==> src/sv/ampa_mks_pkg.sv <==
// Shared types, constants and the step table for the AMPA kinetic step block.
`timescale 1ns / 1ps

package ampa_mks_pkg;

    localparam int FRAC_W  = 16;   // Q1.15 state fraction
    localparam int KB_W    = 24;   // effective binding rate, Q.15
    localparam int OPA_W   = 25;   // multiplier rate-side operand, signed
    localparam int OPB_W   = 28;   // multiplier fraction-side operand, signed
    localparam int ACC_W   = 48;   // accumulator, Q.30
    localparam int WORK_W  = 30;   // unclamped fractions during a step
    localparam int DIFF_W  = 17;   // voltage minus reversal potential
    localparam int SUM_W   = 18;   // sum of five clamped fractions
    localparam int CUR_W   = 32;
    localparam int STEP_W  = 5;
    localparam int CFG_IDX_W = 3;

    localparam logic [FRAC_W-1:0]        ONE_Q15    = 16'h8000;
    localparam logic signed [WORK_W-1:0] ONE_WORK   = 30'sd32768;
    localparam logic [SUM_W-1:0]         ONE_SUM    = 18'd32768;
    localparam logic signed [ACC_W-1:0]  HALF_Q15   = 48'sd16384;
    localparam logic signed [ACC_W-1:0]  HALF_Q8    = 48'sd128;
    localparam logic signed [ACC_W-1:0]  CUR_MAX    = 48'sh0000_7FFF_FFFF;
    localparam logic signed [ACC_W-1:0]  CUR_MIN    = 48'shFFFF_8000_0000;
    localparam logic [STEP_W-1:0]        LAST_STEP  = 5'd24;

    typedef enum logic [CFG_IDX_W-1:0] {
        REG_OPEN_RATE   = 3'd0,
        REG_CLOSE_RATE  = 3'd1,
        REG_BIND_RATE   = 3'd2,
        REG_UNBIND_1    = 3'd3,
        REG_UNBIND_2    = 3'd4,
        REG_DESENS_RATE = 3'd5,
        REG_RESENS_RATE = 3'd6,
        REG_REVERSAL    = 3'd7
    } cfg_index_t;

    typedef struct packed {
        logic [FRAC_W-1:0]        open_rate;
        logic [FRAC_W-1:0]        close_rate;
        logic [FRAC_W-1:0]        bind_rate;
        logic [FRAC_W-1:0]        unbind_first;
        logic [FRAC_W-1:0]        unbind_second;
        logic [FRAC_W-1:0]        desens_rate;
        logic [FRAC_W-1:0]        resens_rate;
        logic signed [FRAC_W-1:0] reversal;
    } cfg_t;

    typedef enum logic [3:0] {
        A_BIND, A_OPEN, A_CLOSE, A_RESENS, A_UNB1, A_UNB2, A_DESENS, A_KB, A_GAIN, A_COND
    } opa_sel_t;

    typedef enum logic [3:0] {
        B_NT, B_O, B_C0, B_C1, B_C2, B_D1, B_D2, B_OPEN_SAT, B_DIFF
    } opb_sel_t;

    typedef enum logic [3:0] {
        WB_NONE, WB_KB, WB_O, WB_C2, WB_C1, WB_D1, WB_D2, WB_G, WB_DONE
    } wb_dst_t;

    typedef struct packed {
        logic     issue;   // start a product this cycle
        logic     first;   // product opens a new sum
        logic     neg;     // product is subtracted
        opa_sel_t a_sel;
        opb_sel_t b_sel;
        wb_dst_t  wb;      // write back the sum finished last cycle
    } ucode_t;

    // Step table. A product issued at step n is summed at n+1, so a group whose last
    // product issues at step n is written back at n+2; the next group may open at n+1.
    function automatic ucode_t ucode_at(input logic [STEP_W-1:0] step);
        ucode_t u;
        u = '{issue: 1'b0, first: 1'b0, neg: 1'b0, a_sel: A_BIND, b_sel: B_NT, wb: WB_NONE};
        unique case (step)
            5'd0:  begin u.issue = 1'b1; u.first = 1'b1; u.a_sel = A_BIND; u.b_sel = B_NT; end
            5'd1:  begin u.issue = 1'b1; u.first = 1'b1; u.a_sel = A_OPEN; u.b_sel = B_C2; end
            5'd2:  begin
                u.issue = 1'b1; u.neg = 1'b1; u.a_sel = A_CLOSE; u.b_sel = B_O; u.wb = WB_KB;
            end
            5'd3:  begin u.issue = 1'b1; u.first = 1'b1; u.a_sel = A_KB; u.b_sel = B_C1; end
            5'd4:  begin u.issue = 1'b1; u.a_sel = A_RESENS; u.b_sel = B_D2; u.wb = WB_O; end
            5'd5:  begin u.issue = 1'b1; u.a_sel = A_CLOSE; u.b_sel = B_O; end
            5'd6:  begin u.issue = 1'b1; u.neg = 1'b1; u.a_sel = A_OPEN; u.b_sel = B_C2; end
            5'd7:  begin u.issue = 1'b1; u.neg = 1'b1; u.a_sel = A_UNB2; u.b_sel = B_C2; end
            5'd8:  begin u.issue = 1'b1; u.neg = 1'b1; u.a_sel = A_DESENS; u.b_sel = B_C2; end
            5'd9:  begin u.issue = 1'b1; u.first = 1'b1; u.a_sel = A_KB; u.b_sel = B_C0; end
            5'd10: begin u.issue = 1'b1; u.a_sel = A_RESENS; u.b_sel = B_D1; u.wb = WB_C2; end
            5'd11: begin u.issue = 1'b1; u.a_sel = A_UNB2; u.b_sel = B_C2; end
            5'd12: begin u.issue = 1'b1; u.neg = 1'b1; u.a_sel = A_KB; u.b_sel = B_C1; end
            5'd13: begin u.issue = 1'b1; u.neg = 1'b1; u.a_sel = A_UNB1; u.b_sel = B_C1; end
            5'd14: begin u.issue = 1'b1; u.neg = 1'b1; u.a_sel = A_DESENS; u.b_sel = B_C1; end
            5'd15: begin u.issue = 1'b1; u.first = 1'b1; u.a_sel = A_DESENS; u.b_sel = B_C2; end
            5'd16: begin
                u.issue = 1'b1; u.neg = 1'b1; u.a_sel = A_RESENS; u.b_sel = B_D2; u.wb = WB_C1;
            end
            5'd17: begin
                u.issue = 1'b1; u.first = 1'b1; u.neg = 1'b1; u.a_sel = A_RESENS; u.b_sel = B_D1;
            end
            5'd18: begin u.issue = 1'b1; u.a_sel = A_DESENS; u.b_sel = B_C1; u.wb = WB_D2; end
            5'd19: begin u.issue = 1'b1; u.first = 1'b1; u.a_sel = A_GAIN; u.b_sel = B_OPEN_SAT; end
            5'd20: begin u.wb = WB_D1; end
            5'd21: begin u.wb = WB_G; end
            5'd22: begin u.issue = 1'b1; u.first = 1'b1; u.a_sel = A_COND; u.b_sel = B_DIFF; end
            5'd24: begin u.wb = WB_DONE; end
            default: begin end
        endcase
        return u;
    endfunction

    function automatic logic [FRAC_W-1:0] clamp_frac(input logic signed [WORK_W-1:0] x);
        logic [FRAC_W-1:0] r;
        if (x[WORK_W-1]) begin
            r = '0;
        end
        else if (x > ONE_WORK) begin
            r = ONE_Q15;
        end
        else begin
            r = x[FRAC_W-1:0];
        end
        return r;
    endfunction

endpackage

==> src/sv/ampa_mks_cfg_regs.sv <==
// Configuration register file for the AMPA kinetic step block.
`timescale 1ns / 1ps

module ampa_mks_cfg_regs (
    input  logic                                 clk,
    input  logic                                 rst_n,
    input  logic                                 wr_en,
    input  logic [ampa_mks_pkg::CFG_IDX_W-1:0]   wr_index,
    input  logic [ampa_mks_pkg::FRAC_W-1:0]      wr_data,
    output ampa_mks_pkg::cfg_t                   cfg
);

    ampa_mks_pkg::cfg_t cfg_reg;

    always_ff @(posedge clk or negedge rst_n)
    begin
        if (!rst_n)
        begin
            cfg_reg <= '0;
        end
        else if (wr_en)
        begin
            unique case (ampa_mks_pkg::cfg_index_t'(wr_index))
                ampa_mks_pkg::REG_OPEN_RATE:   cfg_reg.open_rate     <= wr_data;
                ampa_mks_pkg::REG_CLOSE_RATE:  cfg_reg.close_rate    <= wr_data;
                ampa_mks_pkg::REG_BIND_RATE:   cfg_reg.bind_rate     <= wr_data;
                ampa_mks_pkg::REG_UNBIND_1:    cfg_reg.unbind_first  <= wr_data;
                ampa_mks_pkg::REG_UNBIND_2:    cfg_reg.unbind_second <= wr_data;
                ampa_mks_pkg::REG_DESENS_RATE: cfg_reg.desens_rate   <= wr_data;
                ampa_mks_pkg::REG_RESENS_RATE: cfg_reg.resens_rate   <= wr_data;
                ampa_mks_pkg::REG_REVERSAL:    cfg_reg.reversal      <= $signed(wr_data);
            endcase
        end
    end

    assign cfg = cfg_reg;

endmodule

==> src/sv/ampa_mks_seq.sv <==
// Step sequencer that drives the shared multiply-accumulate datapath.
`timescale 1ns / 1ps

module ampa_mks_seq (
    input  logic                   clk,
    input  logic                   rst_n,
    input  logic                   start,
    input  logic                   out_free,
    output logic                   idle,
    output logic                   done,
    output ampa_mks_pkg::ucode_t   ctl
);

    typedef enum logic {S_IDLE, S_RUN} state_t;

    state_t                            state_reg, state_next;
    logic [ampa_mks_pkg::STEP_W-1:0]   step_reg, step_next;
    ampa_mks_pkg::ucode_t              uc;
    logic                              last;
    logic                              fire;

    always_comb
    begin
        uc   = ampa_mks_pkg::ucode_at(step_reg);
        last = (step_reg == ampa_mks_pkg::LAST_STEP);
        // The final step waits until the output register can take the result.
        fire = (state_reg == S_RUN) && !(last && !out_free);
        ctl  = fire ? uc : '0;
        done = fire && last;
        idle = (state_reg == S_IDLE);

        state_next = state_reg;
        step_next  = step_reg;
        unique case (state_reg)
            S_IDLE:
            begin
                if (start)
                begin
                    state_next = S_RUN;
                    step_next  = '0;
                end
            end
            S_RUN:
            begin
                if (fire)
                begin
                    if (last)
                    begin
                        state_next = S_IDLE;
                    end
                    else
                    begin
                        step_next = step_reg + 1'b1;
                    end
                end
            end
        endcase
    end

    always_ff @(posedge clk or negedge rst_n)
    begin
        if (!rst_n)
        begin
            state_reg <= S_IDLE;
            step_reg  <= '0;
        end
        else
        begin
            state_reg <= state_next;
            step_reg  <= step_next;
        end
    end

endmodule

==> src/sv/ampa_mks_datapath.sv <==
// Shared multiplier, accumulator, working fractions and kinetic state.
`timescale 1ns / 1ps

module ampa_mks_datapath (
    input  logic                                   clk,
    input  logic                                   rst_n,
    input  logic                                   start,
    input  logic [ampa_mks_pkg::FRAC_W-1:0]        transmitter_level,
    input  logic signed [ampa_mks_pkg::FRAC_W-1:0] post_voltage,
    input  logic [ampa_mks_pkg::FRAC_W-1:0]        conductance_gain,
    input  ampa_mks_pkg::cfg_t                     cfg,
    input  ampa_mks_pkg::ucode_t                   ctl,
    output logic [ampa_mks_pkg::FRAC_W-1:0]        open_fraction,
    output logic [ampa_mks_pkg::FRAC_W-1:0]        conductance,
    output logic signed [ampa_mks_pkg::CUR_W-1:0]  current
);

    localparam int FW = ampa_mks_pkg::FRAC_W;
    localparam int WW = ampa_mks_pkg::WORK_W;
    localparam int AW = ampa_mks_pkg::ACC_W;
    localparam int PW = ampa_mks_pkg::OPA_W + ampa_mks_pkg::OPB_W;

    // Item operands held for the whole step, and the binding rate and conductance computed during it.
    logic [FW-1:0]                          nt_reg;
    logic [FW-1:0]                          gain_reg;
    logic signed [ampa_mks_pkg::DIFF_W-1:0] diff_reg;
    logic [ampa_mks_pkg::KB_W-1:0]          kb_reg;
    logic [FW-1:0]                          g_reg;

    // Unclamped fractions as the update order produces them.
    logic signed [WW-1:0] w_o_reg, w_c2_reg, w_c1_reg, w_d1_reg, w_d2_reg;

    // Kinetic state kept between items.
    logic [FW-1:0] c0_reg, c1_reg, c2_reg, d1_reg, d2_reg, o_reg;

    // Multiply-accumulate pipeline.
    logic signed [AW-1:0] prod_reg;
    logic                 pv_reg, pfirst_reg, pneg_reg;
    logic signed [AW-1:0] acc_reg;

    logic signed [ampa_mks_pkg::OPA_W-1:0] op_a;
    logic signed [ampa_mks_pkg::OPB_W-1:0] op_b;
    logic signed [PW-1:0]                  prod_full;
    logic signed [AW-1:0]                  acc_base;
    logic signed [AW-1:0]                  acc_half;
    logic signed [AW-1:0]                  acc_kb;
    logic signed [AW-1:0]                  rnd_full;
    logic signed [WW-1:0]                  rnd;
    logic [FW-1:0]                         o_sat, c1_sat, c2_sat, d1_sat, d2_sat;
    logic [ampa_mks_pkg::SUM_W-1:0]        frac_sum;
    logic [FW-1:0]                         c0_new;

    always_comb
    begin
        unique case (ctl.a_sel)
            ampa_mks_pkg::A_BIND:   op_a = $signed({9'd0, cfg.bind_rate});
            ampa_mks_pkg::A_OPEN:   op_a = $signed({9'd0, cfg.open_rate});
            ampa_mks_pkg::A_CLOSE:  op_a = $signed({9'd0, cfg.close_rate});
            ampa_mks_pkg::A_RESENS: op_a = $signed({9'd0, cfg.resens_rate});
            ampa_mks_pkg::A_UNB1:   op_a = $signed({9'd0, cfg.unbind_first});
            ampa_mks_pkg::A_UNB2:   op_a = $signed({9'd0, cfg.unbind_second});
            ampa_mks_pkg::A_DESENS: op_a = $signed({9'd0, cfg.desens_rate});
            ampa_mks_pkg::A_KB:     op_a = $signed({1'b0, kb_reg});
            ampa_mks_pkg::A_GAIN:   op_a = $signed({9'd0, gain_reg});
            ampa_mks_pkg::A_COND:   op_a = $signed({9'd0, g_reg});
            default:                op_a = '0;
        endcase

        unique case (ctl.b_sel)
            ampa_mks_pkg::B_NT:       op_b = $signed({12'd0, nt_reg});
            ampa_mks_pkg::B_O:        op_b = w_o_reg[ampa_mks_pkg::OPB_W-1:0];
            ampa_mks_pkg::B_C0:       op_b = $signed({12'd0, c0_reg});
            ampa_mks_pkg::B_C1:       op_b = w_c1_reg[ampa_mks_pkg::OPB_W-1:0];
            ampa_mks_pkg::B_C2:       op_b = w_c2_reg[ampa_mks_pkg::OPB_W-1:0];
            ampa_mks_pkg::B_D1:       op_b = w_d1_reg[ampa_mks_pkg::OPB_W-1:0];
            ampa_mks_pkg::B_D2:       op_b = w_d2_reg[ampa_mks_pkg::OPB_W-1:0];
            ampa_mks_pkg::B_OPEN_SAT: op_b = $signed({12'd0, o_sat});
            ampa_mks_pkg::B_DIFF:     op_b = $signed({{11{diff_reg[ampa_mks_pkg::DIFF_W-1]}},
                                                      diff_reg});
            default:                  op_b = '0;
        endcase

        prod_full = op_a * op_b;
        acc_base  = pfirst_reg ? '0 : acc_reg;

        // Round half up from Q.30 to Q.15: floor(x / 2^15 + 1/2).
        acc_half = acc_reg + ampa_mks_pkg::HALF_Q15;
        rnd_full = acc_half >>> 15;
        rnd      = rnd_full[WW-1:0];
        acc_kb   = acc_reg + ampa_mks_pkg::HALF_Q8;

        o_sat  = ampa_mks_pkg::clamp_frac(w_o_reg);
        c1_sat = ampa_mks_pkg::clamp_frac(w_c1_reg);
        c2_sat = ampa_mks_pkg::clamp_frac(w_c2_reg);
        d1_sat = ampa_mks_pkg::clamp_frac(w_d1_reg);
        d2_sat = ampa_mks_pkg::clamp_frac(w_d2_reg);
        frac_sum = {2'b00, o_sat} + {2'b00, c1_sat} + {2'b00, c2_sat}
                 + {2'b00, d1_sat} + {2'b00, d2_sat};
        c0_new = (frac_sum >= ampa_mks_pkg::ONE_SUM) ? '0
                 : FW'(ampa_mks_pkg::ONE_SUM - frac_sum);

        open_fraction = o_sat;
        conductance   = g_reg;
        if (acc_reg > ampa_mks_pkg::CUR_MAX)
        begin
            current = ampa_mks_pkg::CUR_MAX[ampa_mks_pkg::CUR_W-1:0];
        end
        else if (acc_reg < ampa_mks_pkg::CUR_MIN)
        begin
            current = ampa_mks_pkg::CUR_MIN[ampa_mks_pkg::CUR_W-1:0];
        end
        else
        begin
            current = acc_reg[ampa_mks_pkg::CUR_W-1:0];
        end
    end

    always_ff @(posedge clk or negedge rst_n)
    begin
        if (!rst_n)
        begin
            pv_reg     <= 1'b0;
            pfirst_reg <= 1'b0;
            pneg_reg   <= 1'b0;
        end
        else
        begin
            pv_reg     <= ctl.issue;
            pfirst_reg <= ctl.first;
            pneg_reg   <= ctl.neg;
        end
    end

    always_ff @(posedge clk)
    begin
        prod_reg <= prod_full[AW-1:0];
        if (pv_reg)
        begin
            acc_reg <= pneg_reg ? (acc_base - prod_reg) : (acc_base + prod_reg);
        end

        if (start)
        begin
            nt_reg   <= transmitter_level;
            gain_reg <= conductance_gain;
            diff_reg <= $signed({post_voltage[FW-1], post_voltage})
                      - $signed({cfg.reversal[FW-1], cfg.reversal});
            w_o_reg  <= $signed({14'd0, o_reg});
            w_c2_reg <= $signed({14'd0, c2_reg});
            w_c1_reg <= $signed({14'd0, c1_reg});
            w_d1_reg <= $signed({14'd0, d1_reg});
            w_d2_reg <= $signed({14'd0, d2_reg});
        end
        else
        begin
            unique case (ctl.wb)
                ampa_mks_pkg::WB_KB:   kb_reg   <= acc_kb[ampa_mks_pkg::KB_W+7:8];
                ampa_mks_pkg::WB_O:    w_o_reg  <= w_o_reg + rnd;
                ampa_mks_pkg::WB_C2:   w_c2_reg <= w_c2_reg + rnd;
                ampa_mks_pkg::WB_C1:   w_c1_reg <= w_c1_reg + rnd;
                ampa_mks_pkg::WB_D1:   w_d1_reg <= w_d1_reg + rnd;
                ampa_mks_pkg::WB_D2:   w_d2_reg <= w_d2_reg + rnd;
                ampa_mks_pkg::WB_G:    g_reg    <= rnd[FW-1:0];
                default:               begin end
            endcase
        end
    end

    always_ff @(posedge clk or negedge rst_n)
    begin
        if (!rst_n)
        begin
            c0_reg <= ampa_mks_pkg::ONE_Q15;
            c1_reg <= '0;
            c2_reg <= '0;
            d1_reg <= '0;
            d2_reg <= '0;
            o_reg  <= '0;
        end
        else if (ctl.wb == ampa_mks_pkg::WB_DONE)
        begin
            c0_reg <= c0_new;
            c1_reg <= c1_sat;
            c2_reg <= c2_sat;
            d1_reg <= d1_sat;
            d2_reg <= d2_sat;
            o_reg  <= o_sat;
        end
    end

endmodule

==> src/sv/ampa_markov_kinetic_step_top.sv <==
// Top level of the AMPA receptor kinetic step block: channels, sequencing, result buffer.
`timescale 1ns / 1ps
//
//  Channel   Direction  Handshake                Payload
//  s_axis    in         s_axis_tvalid/tready     transmitter level, voltage, gain
//  m_axis    out        m_axis_tvalid/tready     open fraction, conductance, current
//  cfg       in         cfg_valid/cfg_ready      register index and write data
//
//  An accepted item occupies the block until its final sequencer step has fired, and the
//  next item is taken only once the sequencer is idle again. The time is set by the single
//  shared multiply-accumulate unit: 21 products go through it one per cycle, and each
//  update that needs a value produced in the same step waits for its write-back.
//  Reset puts the kinetic state at all receptors closed and unbound, clears every
//  configuration register and empties the result register. A stalled output only
//  holds the final step; the next item is accepted as soon as the result is buffered.
//
//  One kinetic step runs the forward Euler updates in this order: open, double-bound
//  closed, single-bound closed, double desensitized, single desensitized. Each update
//  sees the unclamped values produced earlier in the same step. At the end every
//  fraction is clamped to [0, 1] and the unbound closed fraction takes the remainder.

module ampa_markov_kinetic_step_top (
    input  logic        clk,
    input  logic        rst_n,
    input  logic        s_axis_tvalid,
    output logic        s_axis_tready,
    input  logic [47:0] s_axis_tdata,   // transmitter_level[15:0], post_voltage[31:16],
                                        // conductance_gain[47:32]
    output logic        m_axis_tvalid,
    input  logic        m_axis_tready,
    output logic [63:0] m_axis_tdata,   // open_fraction[15:0], conductance[31:16],
                                        // current[63:32]
    input  logic        cfg_valid,
    output logic        cfg_ready,
    input  logic [2:0]  cfg_index,
    input  logic [15:0] cfg_data
);

    ampa_mks_pkg::cfg_t   cfg;
    ampa_mks_pkg::ucode_t ctl;

    logic        in_xfer;
    logic        seq_idle;
    logic        seq_done;
    logic        out_free;

    logic [15:0] res_open;
    logic [15:0] res_cond;
    logic [31:0] res_cur;

    logic        out_valid_reg;
    logic [63:0] out_data_reg;

    // Configuration writes are always taken; the register file ignores nothing since
    // every index names a register.
    assign cfg_ready = 1'b1;

    assign s_axis_tready = seq_idle;
    assign in_xfer       = s_axis_tvalid && s_axis_tready;

    // The result register can take a new result when empty or when it drains this cycle.
    assign out_free = !out_valid_reg || m_axis_tready;

    ampa_mks_cfg_regs u_cfg (
        .clk      (clk),
        .rst_n    (rst_n),
        .wr_en    (cfg_valid && cfg_ready),
        .wr_index (cfg_index),
        .wr_data  (cfg_data),
        .cfg      (cfg)
    );

    ampa_mks_seq u_seq (
        .clk      (clk),
        .rst_n    (rst_n),
        .start    (in_xfer),
        .out_free (out_free),
        .idle     (seq_idle),
        .done     (seq_done),
        .ctl      (ctl)
    );

    ampa_mks_datapath u_dp (
        .clk               (clk),
        .rst_n             (rst_n),
        .start             (in_xfer),
        .transmitter_level (s_axis_tdata[15:0]),
        .post_voltage      ($signed(s_axis_tdata[31:16])),
        .conductance_gain  (s_axis_tdata[47:32]),
        .cfg               (cfg),
        .ctl               (ctl),
        .open_fraction     (res_open),
        .conductance       (res_cond),
        .current           (res_cur)
    );

    // Result register: loaded on the final step, cleared when the transfer completes.
    always_ff @(posedge clk or negedge rst_n)
    begin
        if (!rst_n)
        begin
            out_valid_reg <= 1'b0;
        end
        else if (seq_done)
        begin
            out_valid_reg <= 1'b1;
        end
        else if (m_axis_tready)
        begin
            out_valid_reg <= 1'b0;
        end
    end

    always_ff @(posedge clk)
    begin
        if (seq_done)
        begin
            out_data_reg <= {res_cur, res_cond, res_open};
        end
    end

    assign m_axis_tvalid = out_valid_reg;
    assign m_axis_tdata  = out_data_reg;

`ifndef SYNTHESIS
    // No second item may enter while a step is in progress.
    a_busy_after_accept: assert property (@(posedge clk) disable iff (!rst_n)
        in_xfer |=> !s_axis_tready)
        else $error("input accepted while a step is running");

    // A finished result never overwrites one that has not been transferred.
    a_no_overwrite: assert property (@(posedge clk) disable iff (!rst_n)
        seq_done |-> (!out_valid_reg || m_axis_tready))
        else $error("result register overwritten");

    // The reported open fraction stays within [0, 1].
    a_open_in_range: assert property (@(posedge clk) disable iff (!rst_n)
        m_axis_tvalid |-> (m_axis_tdata[15:0] <= 16'h8000))
        else $error("open fraction above one");

    // A result follows only from a step that was started by an accepted item.
    a_done_needs_run: assert property (@(posedge clk) disable iff (!rst_n)
        seq_done |-> !seq_idle)
        else $error("step finished while idle");
`endif

endmodule
==> config.mk <==
export PLATFORM = sky130hd
export DESIGN_NAME = ampa_markov_kinetic_step_top
export DESIGN_NICKNAME = d
export VERILOG_FILES = /design/src/sv/ampa_mks_pkg.sv /design/src/sv/ampa_mks_cfg_regs.sv /design/src/sv/ampa_mks_seq.sv /design/src/sv/ampa_mks_datapath.sv /design/src/sv/ampa_markov_kinetic_step_top.sv
export SDC_FILE = /design/constraint.sdc
export NUM_CORES = 2
export LEC_CHECK = 0
export BUFFER_PORTS_ARGS = -buffer_cell sky130_fd_sc_hd__buf_2
export CORE_MARGIN = 1
export CORE_UTILIZATION = 64
export CTS_CLUSTER_SIZE = 8
export DETAILED_ROUTE_END_ITERATION = 8
export PLACE_DENSITY = 0.78
export REMOVE_ABC_BUFFERS = 1
export SYNTH_ARGS = -nofsm -noshare
export SYNTH_HDL_FRONTEND = slang
export SYNTH_SLANG_ARGS = --single-unit
==> constraint.sdc <==
create_clock -name clk -period 12.2 [get_ports clk]
set_input_delay 2.44 -clock clk [delete_from_list [all_inputs] [get_ports clk]]
set_output_delay 2.44 -clock clk [all_outputs]
set_load 0.005 [all_outputs]
==> metrics.txt <==
nets=8054; GRT busiest layer=met2; Worst Skew=0.0514 ns; DRT iter0 DRCs=5985; setup repair bufs after CTS=0; Die W=315 um; Slew Limit Headroom=0.155; max_cap viols=0; I/O pins=139; CTS Buf Count=90; worst hold start=u_dp.d1_reg[1]; top cells by area, synth=fa_1, edfxtp_1, dfrtp_1, ha_1, inv_1; FFs w/ async S/R, synth=0.370; top post-synthesis cells by count=inv_1, nand2_1, fa_1, nor2_1, ha_1; drt drc=44; Slew Limit Fails=0; FP Rows=114; unrepaired setup endpoints after global routing=no; syn avg cell area=9.33 um^2; via count=52600; vias in the first global route=52700; Crit Reg-Reg Startpoint=u_seq.step_reg[0]; die area=99400 um^2; violated checks=design-rule violations; initial antenna violation count=9; grt total ovfl=0; CP Capture Type=register; number of enable flip-flop cells after synthesis=281; final setup fails=0; Worst path slowest cell=nor3_2; CTS Buffer Depth=3; Final Cycle Share=0.933; Yosys reg bits=633; register area share after synthesis=0.265; CP delay by family, top=adder cells; CTS tree=done; ratio of cells with drive above 1 in the final layout=0.102; area delta synth->final=9.12%; Final Hold Vio Count=0; critical path required time=12.77 ns; total wire length=204000 um; total core area=97000 um^2; wire per inst=24.8 um; Period minus WS final=11.38 ns; CTS root buf=clkbuf_16; first-pass GRT wire length=312000 um; Worst Setup Start Kind=input port; Crit Path Category=in -> reg; # fillers=7447; H-tree lvl count=3; mapped cell area=62800 um^2; Starting Density=0.648; Post-CTS Hold Fix Bufs=0; worst-path maximum fanout=10; run status=finished, violations left; cell mode on critical path=fa_1; Worst-Margin Slew=1.26 ns; Pre-antenna DRT Iters=9; post-CTS resize count=0; hold crit path type=reg -> reg; crit-path max cell delay=0.73 ns; dpl hpwl=158000 um; final setup TNS=0 ns; Yosys top cell area share=0.220; number of antenna-violating nets in the routed design=0; crit path DAT=11.95 ns; met2 usage=0.625; Buf/Inv on CP=8; yosys synthesis warning count=0; GPL Wtd Cong=0.999; ys flop type=edfxtp_1; count of different cell masters after synthesis=104; Syn Inst Count=6734; clk_lat worst skew=0.71 ns; grt met3 use=0.108; most common cell in the netlist=inv_1; Reg clk slew, reported paths=0.05 ns; vias per cell=6.38; largest net degree at the start of global routing=95; Die Y-Extent=315 um; port bufs=137; leading area contributor after synthesis=fa_1; Total GRT Usage=0.419; clock sink count=633; number of flip-flops in the largest register=128; max frequency=0.0879 GHz; Setup crit start=m_axis_tready; met1 usage=0.548
## cell usage in the layout (no fill, tap or decap), types with 24 or more instances in the layout
cell type  netlist  layout
a31oi_1         30      30
and3_1          42      42
mux2_2         180     180
a22oi_1         53      53
and2_1          88      88
nor4_1          48      48
inv_1          948     947
a21o_1         165     165
xnor2_1        246     246
nand4_1         44      44
nand2_1        866     865
o21a_1          43      43
a21oi_1        285     285
or3_1           30      30
nor2_1         544     542
dfxtp_1        118     118
a222oi_1        27      27
nand2b_1        43      43
edfxtp_1       281     281
xor2_1         118     118
buf_4           12     197
a221oi_1        32      32
clkbuf_1       166      59
buf_2           84     136
nor3_1         102      97
nand3_1         83      82
a211oi_1        31      28
fa_1           691     691
dfrtp_1        233     232
ha_1           388     388
o21bai_1        42      42
o31ai_1         25      25
nor2b_1         89      89
mux2i_1         24      24
o21ai_0        240     239
clkbuf_16        0      90
## metal layers
metal  routed length, um  up-vias
met2               87800     3417
li1                    -    22700
met5                  51        -
met4               15500        8
met1               75700    25700
met3               25200      771
## path summary, 6_finish.rpt
path                                     endpoint  slack [ns]  cells after the start
worst max-delay path            u_dp.prod_reg[44]        0.82                     35
worst min-delay path               u_dp.d1_reg[1]        0.48                      2
worst max register to register  u_dp.prod_reg[44]        1.19                     37
worst min register to register     u_dp.d1_reg[1]        0.48                      2
max in group asynchronous           u_cfg.cfg[92]        8.70                      2
min in group asynchronous            u_cfg.cfg[3]        1.73                      1
## worst register-to-register path, delay by kind of cell (launching register included)
kind                     cells  cell delay (ns)
adder cells (fa/ha/maj)      9             4.30
AND/OR/NAND/NOR              6             1.39
AO/OA/AOI/OAI               13             3.32
flip-flops                   1             0.44
buffers and inverters        9             1.44
## cells by family after synthesis
group,share of synthesized area
and+or+nand+nor,0.147
buffers and inverters,0.0753
AOI/OAI and AO/OA,0.127
adders and majority gates,0.297
DFF,0.265
xor gates and xnor gates,0.0514
muxes,0.0361
other,0.0000597
## metrics by stage
stage	utilization	instances	hold slack [ns]	setup slack, ns	instance area (um^2)
floorplan	-	6464	0.426	0.543	61700
global placement	0.679	8087	0.458	0.390	65900
detailed placement	0.679	8087	0.469	0.267	65900
CTS	0.707	8246	0.479	0.937	68600
global route	0.707	8246	0.498	0.373	68600
finish	0.707	8249	0.479	0.819	68600
## final cells by class
cell class,instances,area [um^2],area share
Timing Repair Buffer,347,2430,0.0355
Clock inverter,9,211,0.00308
Antenna cell,3,7.51,0.000109
Sequential cell,633,16700,0.243
Tap cell,1276,1600,0.0233
Multi-Input combinational cell,4882,41600,0.607
Inverter,949,3570,0.0521
Clock buffer,150,2490,0.0363
Power is not shown: default switching activity piles up to over one toggle a cycle in this logic, so the estimate is an artifact.
